===== src/rtl/mlss_pkg.sv =====
// Shared constants, types and helpers for the max loading subset search block.
`default_nettype none
package mlss_pkg;

  localparam int MAX_WEIGHTS = 16;
  localparam int WEIGHT_W    = 16;
  localparam int LOAD_W      = 24;
  localparam int SUM_W       = LOAD_W + 1;
  localparam int CNT_W       = $clog2(MAX_WEIGHTS + 1);
  localparam int IDX_W       = (MAX_WEIGHTS > 1) ? $clog2(MAX_WEIGHTS) : 1;
  localparam int STEP_W      = MAX_WEIGHTS + 1;

  // Register map, word index = paddr / 4.
  localparam int PADDR_W = 4;
  typedef enum logic [1:0] {
    REG_CAPACITY     = 2'd0,
    REG_BASE_LOAD    = 2'd1,
    REG_INITIAL_BEST = 2'd2
  } reg_idx_t;

  typedef enum logic [1:0] {
    S_IDLE,
    S_RUN,
    S_HOLD
  } search_state_t;

  // Set info seen by an incoming word that closes the set.
  typedef struct packed {
    logic [CNT_W-1:0] n;
    logic             too_many;
  } store_info_t;

  typedef struct packed {
    logic busy;
    logic done;
  } search_stat_t;

  // Index of the lowest set bit among the low MAX_WEIGHTS bits.
  function automatic logic [IDX_W-1:0] low_bit_idx(input logic [STEP_W-1:0] v);
    logic [IDX_W-1:0] idx;
    idx = '0;
    for (int i = MAX_WEIGHTS - 1; i >= 0; i--) begin
      if (v[i]) idx = IDX_W'(i);
    end
    return idx;
  endfunction

endpackage
`default_nettype wire


===== src/rtl/max_loading_subset_search.sv =====
// Top level: APB registers, weight store, subset search and result register.
//
//  channel   dir  handshake                  payload
//  s_*       in   s_tvalid / s_tready        s_tdata = weight, s_tlast = last_weight
//  m_*       out  m_tvalid / m_tready        m_tdata = best_load, m_tuser = too_many
//  apb       in   psel, penable, pready=1    capacity, base_load, initial_best
//
// A weight word is taken in any cycle in which the input is ready. The word
// flagged tlast starts the search: the shared adder/comparer walks all 2^n
// subsets of the n stored weights in Gray order, one subset per cycle, then
// hands the result to the output register. Input is not ready during the
// search or until its result moves on; weights are taken while a result
// still waits in the output register. Reset (rst, synchronous) empties the
// weight set, clears the configuration registers and drops the output valid.
`default_nettype none
module max_loading_subset_search (
  input  wire logic                          clk,
  input  wire logic                          rst,
  // weight stream
  input  wire logic                          s_tvalid,
  output logic                               s_tready,
  input  wire logic [15:0]                   s_tdata,   // [15:0] weight
  input  wire logic                          s_tlast,   // last_weight
  // result stream
  output logic                               m_tvalid,
  input  wire logic                          m_tready,
  output logic      [23:0]                   m_tdata,   // [23:0] best_load
  output logic                               m_tuser,   // [0] too_many
  // configuration
  input  wire logic                          psel,
  input  wire logic                          penable,
  input  wire logic                          pwrite,
  input  wire logic [mlss_pkg::PADDR_W-1:0]  paddr,
  input  wire logic [31:0]                   pwdata,
  output logic      [31:0]                   prdata,
  output logic                               pready
);
  import mlss_pkg::*;

  logic [LOAD_W-1:0] capacity;
  logic [LOAD_W-1:0] base_load;
  logic [LOAD_W-1:0] initial_best;
  reg_idx_t          reg_sel;
  logic              cfg_wr;

  logic              in_acc;
  store_info_t       info;
  logic [IDX_W-1:0]  rd_idx;
  logic [WEIGHT_W-1:0] rd_data;
  logic [LOAD_W-1:0] result;
  search_stat_t      stat;
  logic              start;
  logic              ack;
  logic              too_many_hold;

  // --- configuration registers ---
  assign pready  = 1'b1;
  assign reg_sel = reg_idx_t'(paddr[3:2]);
  assign cfg_wr  = psel && penable && pwrite && pready;

  always_ff @(posedge clk) begin
    if (rst) begin
      capacity     <= '0;
      base_load    <= '0;
      initial_best <= '0;
    end else if (cfg_wr) begin
      unique case (reg_sel)
        REG_CAPACITY:     capacity     <= pwdata[LOAD_W-1:0];
        REG_BASE_LOAD:    base_load    <= pwdata[LOAD_W-1:0];
        REG_INITIAL_BEST: initial_best <= pwdata[LOAD_W-1:0];
        default: ;
      endcase
    end
  end

  always_comb begin
    unique case (reg_sel)
      REG_CAPACITY:     prdata = {8'd0, capacity};
      REG_BASE_LOAD:    prdata = {8'd0, base_load};
      REG_INITIAL_BEST: prdata = {8'd0, initial_best};
      default:          prdata = '0;
    endcase
  end

  // --- input side ---
  assign s_tready = !stat.busy;
  assign in_acc   = s_tvalid && s_tready;
  assign start    = in_acc && s_tlast;

  mlss_weight_store u_store (
    .clk     (clk),
    .rst     (rst),
    .wr      (in_acc),
    .weight  (s_tdata),
    .last    (s_tlast),
    .rd_idx  (rd_idx),
    .rd_data (rd_data),
    .info    (info)
  );

  // overflow flag of the closing set rides along with the search
  always_ff @(posedge clk) begin
    if (start) too_many_hold <= info.too_many;
  end

  mlss_search u_search (
    .clk          (clk),
    .rst          (rst),
    .start        (start),
    .ack          (ack),
    .n_in         (info.n),
    .capacity     (capacity),
    .base_load    (base_load),
    .initial_best (initial_best),
    .rd_idx       (rd_idx),
    .rd_data      (rd_data),
    .result       (result),
    .stat         (stat)
  );

  // --- output register: result moves in once the previous word is gone ---
  assign ack = stat.done && (!m_tvalid || m_tready);

  always_ff @(posedge clk) begin
    if (rst) begin
      m_tvalid <= 1'b0;
    end else if (ack) begin
      m_tvalid <= 1'b1;
    end else if (m_tready) begin
      m_tvalid <= 1'b0;
    end
  end

  always_ff @(posedge clk) begin
    if (ack) begin
      m_tdata <= result;
      m_tuser <= too_many_hold;
    end
  end

endmodule
`default_nettype wire


===== src/rtl/mlss_weight_store.sv =====
// Weight register file with fill count and overflow flag.
`default_nettype none
module mlss_weight_store (
  input  wire logic                            clk,
  input  wire logic                            rst,
  input  wire logic                            wr,
  input  wire logic [mlss_pkg::WEIGHT_W-1:0]   weight,
  input  wire logic                            last,
  input  wire logic [mlss_pkg::IDX_W-1:0]      rd_idx,
  output logic      [mlss_pkg::WEIGHT_W-1:0]   rd_data,
  output mlss_pkg::store_info_t                info
);
  import mlss_pkg::*;

  logic [WEIGHT_W-1:0] weights [MAX_WEIGHTS];
  logic [CNT_W-1:0]    count;
  logic                overflow;
  logic                full;

  assign full          = (count == CNT_W'(MAX_WEIGHTS));
  assign info.n        = full ? count : count + CNT_W'(1);
  assign info.too_many = overflow | full;
  assign rd_data       = weights[rd_idx];

  always_ff @(posedge clk) begin
    if (wr && !full) begin
      weights[count[IDX_W-1:0]] <= weight;
    end
  end

  always_ff @(posedge clk) begin
    if (rst) begin
      count    <= '0;
      overflow <= 1'b0;
    end else if (wr) begin
      if (last) begin
        count    <= '0;
        overflow <= 1'b0;
      end else if (full) begin
        overflow <= 1'b1;
      end else begin
        count <= count + CNT_W'(1);
      end
    end
  end

endmodule
`default_nettype wire


===== src/rtl/mlss_search.sv =====
// Gray-code subset walk: one add or subtract and the fit and best compares per cycle.
`default_nettype none
module mlss_search (
  input  wire logic                            clk,
  input  wire logic                            rst,
  input  wire logic                            start,
  input  wire logic                            ack,
  input  wire logic [mlss_pkg::CNT_W-1:0]      n_in,
  input  wire logic [mlss_pkg::LOAD_W-1:0]     capacity,
  input  wire logic [mlss_pkg::LOAD_W-1:0]     base_load,
  input  wire logic [mlss_pkg::LOAD_W-1:0]     initial_best,
  output logic      [mlss_pkg::IDX_W-1:0]      rd_idx,
  input  wire logic [mlss_pkg::WEIGHT_W-1:0]   rd_data,
  output logic      [mlss_pkg::LOAD_W-1:0]     result,
  output mlss_pkg::search_stat_t               stat
);
  import mlss_pkg::*;

  search_state_t        state, state_next;
  logic [SUM_W-1:0]     load;
  logic [LOAD_W-1:0]    best;
  logic [MAX_WEIGHTS-1:0] gray;
  logic [STEP_W-1:0]    step;
  logic [CNT_W-1:0]     n;
  logic                 cand_ok;
  logic                 last_cand;

  assign rd_idx    = low_bit_idx(step);
  // Empty subset always counts; otherwise the load must fit.
  assign cand_ok   = (gray == '0) || (load <= {1'b0, capacity});
  assign last_cand = step[n];
  assign result    = best;
  assign stat.busy = (state != S_IDLE);
  assign stat.done = (state == S_HOLD);

  always_ff @(posedge clk) begin
    if (rst) state <= S_IDLE;
    else     state <= state_next;
  end

  always_comb begin
    state_next = state;
    unique case (state)
      S_IDLE: if (start) state_next = S_RUN;
      S_RUN:  if (last_cand) state_next = S_HOLD;
      S_HOLD: if (ack) state_next = S_IDLE;
      default: state_next = S_IDLE;
    endcase
  end

  always_ff @(posedge clk) begin
    if (state == S_IDLE && start) begin
      load <= {1'b0, base_load};
      best <= initial_best;
      gray <= '0;
      step <= STEP_W'(1);
      n    <= n_in;
    end else if (state == S_RUN) begin
      if (cand_ok && load > {1'b0, best}) begin
        best <= load[LOAD_W-1:0];
      end
      if (!last_cand) begin
        gray[rd_idx] <= ~gray[rd_idx];
        if (gray[rd_idx]) load <= load - SUM_W'(rd_data);
        else              load <= load + SUM_W'(rd_data);
        step <= step + STEP_W'(1);
      end
    end
  end

endmodule
`default_nettype wire


===== config.mk =====
export PLATFORM = sky130hd
export DESIGN_NAME = max_loading_subset_search
export DESIGN_NICKNAME = d
export VERILOG_FILES = /design/src/rtl/mlss_pkg.sv /design/src/rtl/max_loading_subset_search.sv /design/src/rtl/mlss_weight_store.sv /design/src/rtl/mlss_search.sv
export SDC_FILE = /design/constraint.sdc
export NUM_CORES = 1
export LEC_CHECK = 0
export BUFFER_PORTS_ARGS = -buffer_cell sky130_fd_sc_hd__buf_2
export CORE_ASPECT_RATIO = 0.5
export CORE_UTILIZATION = 40
export DETAILED_ROUTE_END_ITERATION = 10
export GPL_TIMING_DRIVEN = 1
export PLACE_DENSITY_LB_ADDON = 0.05
export SLEW_MARGIN = 0
export SYNTH_ARGS = -nofsm -noshare
export SYNTH_HDL_FRONTEND = slang
export SYNTH_SLANG_ARGS = --single-unit

===== constraint.sdc =====
create_clock -name clk -period 6.5 [get_ports clk]
set_input_delay 0.65 -clock clk [delete_from_list [all_inputs] [get_ports clk]]
set_output_delay 0.65 -clock clk [all_outputs]
set_load 0.02 [all_outputs]

==> tab_implementation.tex <==
\begin{tabular}{lr}
\hline
Metric & Value \\
\hline
\multicolumn{2}{l}{\textbf{Outcome}} \\
Run status & complete, no violations \\
\multicolumn{2}{l}{\textbf{Logic synthesis}} \\
Netlist area before placement & between 0.02 and 0.025 mm² \\
Mean instance size in the synthesized netlist & 11.0 µm² \\
Area share of the largest cell type after synthesis & 47.5\% \\
Sequential share of the synthesized area & about three fifths \\
Cell types occupying the most area after synthesis & edfxtp\_1, dfxtp\_1, nand2\_1, mux2i\_1, ha\_1 \\
Distinct cell type count after synthesis & between 70 and 80 \\
Gate count after technology mapping & 1924 \\
Yosys synthesis warning count & 0 \\
Post-synthesis async set-or-reset flop share & 0\% \\
Top cell type by total area after synthesis & edfxtp\_1 \\
Top flip-flop cell by instance count after synthesis & edfxtp\_1 \\
Number of enable-type register cells in the synthesized netlist & around 340 \\
Flip-flop and latch count after synthesis & 450 \\
\multicolumn{2}{l}{\textbf{Worst setup path}} \\
Crit Path Category & flip-flop to flip-flop \\
Longest individual stage delay on the worst path & $\sim$0.59 ns \\
CP Launch Point & u\_search.step[2] \\
Critical path arrival & 6.35 ns \\
CP required & 6.80 ns \\
R2R cell count & 26 \\
Critical register-to-register path startpoint & u\_search.step[2] \\
RR Endpoint & u\_search.load[21] \\
Path length in cells of the critical path & 26 \\
Setup crit end & u\_search.load[21] \\
Most common cell type on the critical path & buf\_4 \\
Top Family by Delay on Critical Path & compound AO/OA/AOI/OAI gates \\
Kind of capture point of the worst setup path & flip-flop \\
Worst setup SP type & flip-flop \\
Slowest CP cell & or4\_4 \\
Worst reg2reg setup slack & 0.45 ns \\
Worst-path fanout max & 12 \\
Combined buffer and inverter count along the critical path & 6 \\
\multicolumn{2}{l}{\textbf{Finish}} \\
Post-Route Utilization & 46.9\% \\
Leading cell type in the layout, fill and taps excluded & nand2\_1 \\
Number of nets at the end of the flow & 2198 \\
Count of inserted antenna diode cells & 0 \\
Area growth from synthesis to layout & 15.6\% \\
Most used cells in the layout excluding fill and tap cells & nand2\_1, edfxtp\_1, a21oi\_1, dfxtp\_1, mux2i\_1 \\
Filler-free cell count of the finished design & 2795 \\
Post-Layout Inst Area & around 0.024 mm² \\
Fraction of final layout cells sized beyond drive strength 1 & between 15 and 20\% \\
\multicolumn{2}{l}{\textbf{Timing}} \\
Setup\_tns & 0 ns \\
Setup repair after global routing missed its margin & false \\
Worst relative slew slack & 24.3\% \\
Hold Violations, Final & 0 \\
Time the worst path needs with I/O delays and setup & $\sim$6 ns \\
Count of endpoints failing setup in the final report & 0 \\
Least-Margin Pin Slew & 1.14 ns \\
Hold Slack & 0.327 ns \\
Setup Skew & 0.0223 ns \\
Max Slew Vio Count & 0 \\
Final Cycle Share & 93.1\% \\
Fmax & approximately 170 MHz \\
\multicolumn{2}{l}{\textbf{Clock network}} \\
CTS-repair resized insts & 0 \\
Root Driver & clkbuf\_16 \\
Largest buffer count on any clock path & 3 \\
Clock slew at reported path FFs & 0.07 ns \\
Postcts setup bufs & 0 \\
Inserted Clock Buffers & 44 \\
CTS H-tree depth & 2 \\
Clock sink count & 450 \\
Hold Buf Count CTS & 0 \\
Clock tree from TritonCTS & built \\
Clock latency reported for the late side of the worst-skew pair & 0.59 ns \\
\multicolumn{2}{l}{\textbf{Place}} \\
Post-Place Cell Area & 0.0229 mm² \\
Final Wtd Congestion & 0.835 \\
Detailed-placement wirelength estimate & 39200 µm \\
Cells after DPL & 2713 \\
Number of buffers added on ports & 100 \\
\multicolumn{2}{l}{\textbf{GRT}} \\
First-pass GRT wire length & 89600 µm \\
Via count of the first global-routing pass & 14000 \\
Antenna violations before repair & 0 \\
Grt ovf & 0 \\
Maximum number of pins on one net before global-route repair & 82 \\
Combined global-route utilization of all metal layers & 22.3\% \\
\multicolumn{2}{l}{\textbf{Power and ir drop}} \\
Leakage power total & 9.32 nW \\
Power density cells & 382 mW/mm² \\
Worst vdd rail ir drop & 0.175 mV \\
\multicolumn{2}{l}{\textbf{Route}} \\
Wirelength per Cell & 21.4 µm \\
Vias after detailed routing & 14951 \\
Routed Antenna Nets & 0 \\
DR DRC count & 0 \\
Detailed-route vias per instance & 5.35 \\
First-pass iteration count of the detailed router & 5 \\
Total wire length & 59900 µm \\
Starting DRC count in detailed routing & between 1000 and 1500 \\
\multicolumn{2}{l}{\textbf{Floorplanning}} \\
Chip width & 327 µm \\
Die Footprint & 0.0539 mm² \\
Core region area & 0.0521 mm² \\
Boundary pin count & 120 \\
Row cnt & 59 \\
Initial core utilization & between 40\% and 50\% \\
Floorplan die height & 165 µm \\
\multicolumn{2}{l}{\textbf{Run}} \\
Maximum capacitance violations & 0 \\
\multicolumn{2}{l}{\textbf{Worst hold path}} \\
Worst hold-check path type & input pin to flip-flop \\
\hline
\end{tabular}
## cells by family (layout without fill, tap and decap cells)
group           after synthesis  in the layout  share of synthesized area [%]
simple gates                662            662                           14.1
flops                       450            450                           58.4
compound gates              379            379                           11.0
buf+inv                     179            342                           3.57
mux                         123            123                           6.11
fa+ha+maj                    80             80                           4.77
xor+xnor                     49             49                           2.03
other cells                   2              9                         0.0355
## worst min-delay path by stage
stage                   from           to  slack, ns  depth (start not counted)
2_1_floorplan  too_many_hold      m_tuser       0.40                          0
3_3_place_gp   too_many_hold      m_tuser       0.41                          0
3_5_place_dp   too_many_hold      m_tuser       0.41                          0
4_1_cts            pwdata[6]  capacity[6]       0.31                          3
5_1_grt            pwdata[6]  capacity[6]       0.31                          3
6_report           pwdata[6]  capacity[6]       0.33                          3
## registers in the layout, indices dropped and copies added, names as in the netlist, 2 cells and up
| name | count |
|---|---|
| capacity | 24 |
| u_store.count | 5 |
| u_search.gray | 16 |
| base_load | 24 |
| u_store.weights | 256 |
| initial_best | 24 |
| m_tdata | 24 |
| u_search.load | 25 |
| u_search.state | 2 |
| u_search.n | 5 |
| u_search.result | 24 |
| u_search.step | 17 |
## synth_stat cells (10+ instances only)
library cell  count
nor4_1           14
buf_4            13
or3_1            10
buf_2            16
nand4_1          17
nor2_1           91
nand3_1          39
nand2b_1         11
mux2i_1         110
xnor2_1          30
o22ai_1          27
a21oi_1         148
ha_1             79
o21a_1           10
nor3_1           23
inv_1            66
xor2_1           19
o21ai_0          79
a31oi_1          11
nor2b_1          14
clkbuf_1         76
a21o_1           20
dfxtp_1         115
edfxtp_1        335
nand2_1         380
and2_1           22
## per-stage QoR
stage	setup slack [ns]	total power, mW
after detailed placement	0.242	6.64
final	0.446	9.35
after global routing	0.00192	9.92
after floorplan	0.422	5.70
after global placement	0.238	6.65
after CTS	0.202	9.40
## routing by layer
layer | GRT usage, % | vias up | wire, µm
li1 | - | 7210 | -
met1 | 33.6 | 7295 | 30100
met2 | 34.0 | 386 | 25800
met3 | 3.31 | 60 | 3030
met4 | 4.27 | 0 | 919
met5 | 0 | - | 0
## area by class of cell
class	instances	area (µm²)
Inverter	68	255
Timing Repair Buffer	192	1220
Multi-Input combinational cell	1302	8190
Fill cell	4943	27700
Clock inverter	19	262
Sequential cell	450	12400
Clock buffer	63	1290
Tap cell	701	877
## report_power, final
group	leakage [nW]	internal (mW)	switching, mW	total (mW)
sequential	3.98	3.38	0.206	3.58
clock	0.762	1.57	1.18	2.74
combinational	4.58	1.31	1.71	3.02
total	9.32	6.26	3.09	9.35
## tightest hold or removal path, stage by stage
cell	delay (ns)
buf_2	0.12
nand2_1	0.05
a21oi_1	0.05
Power figures use the tool's default switching activity.
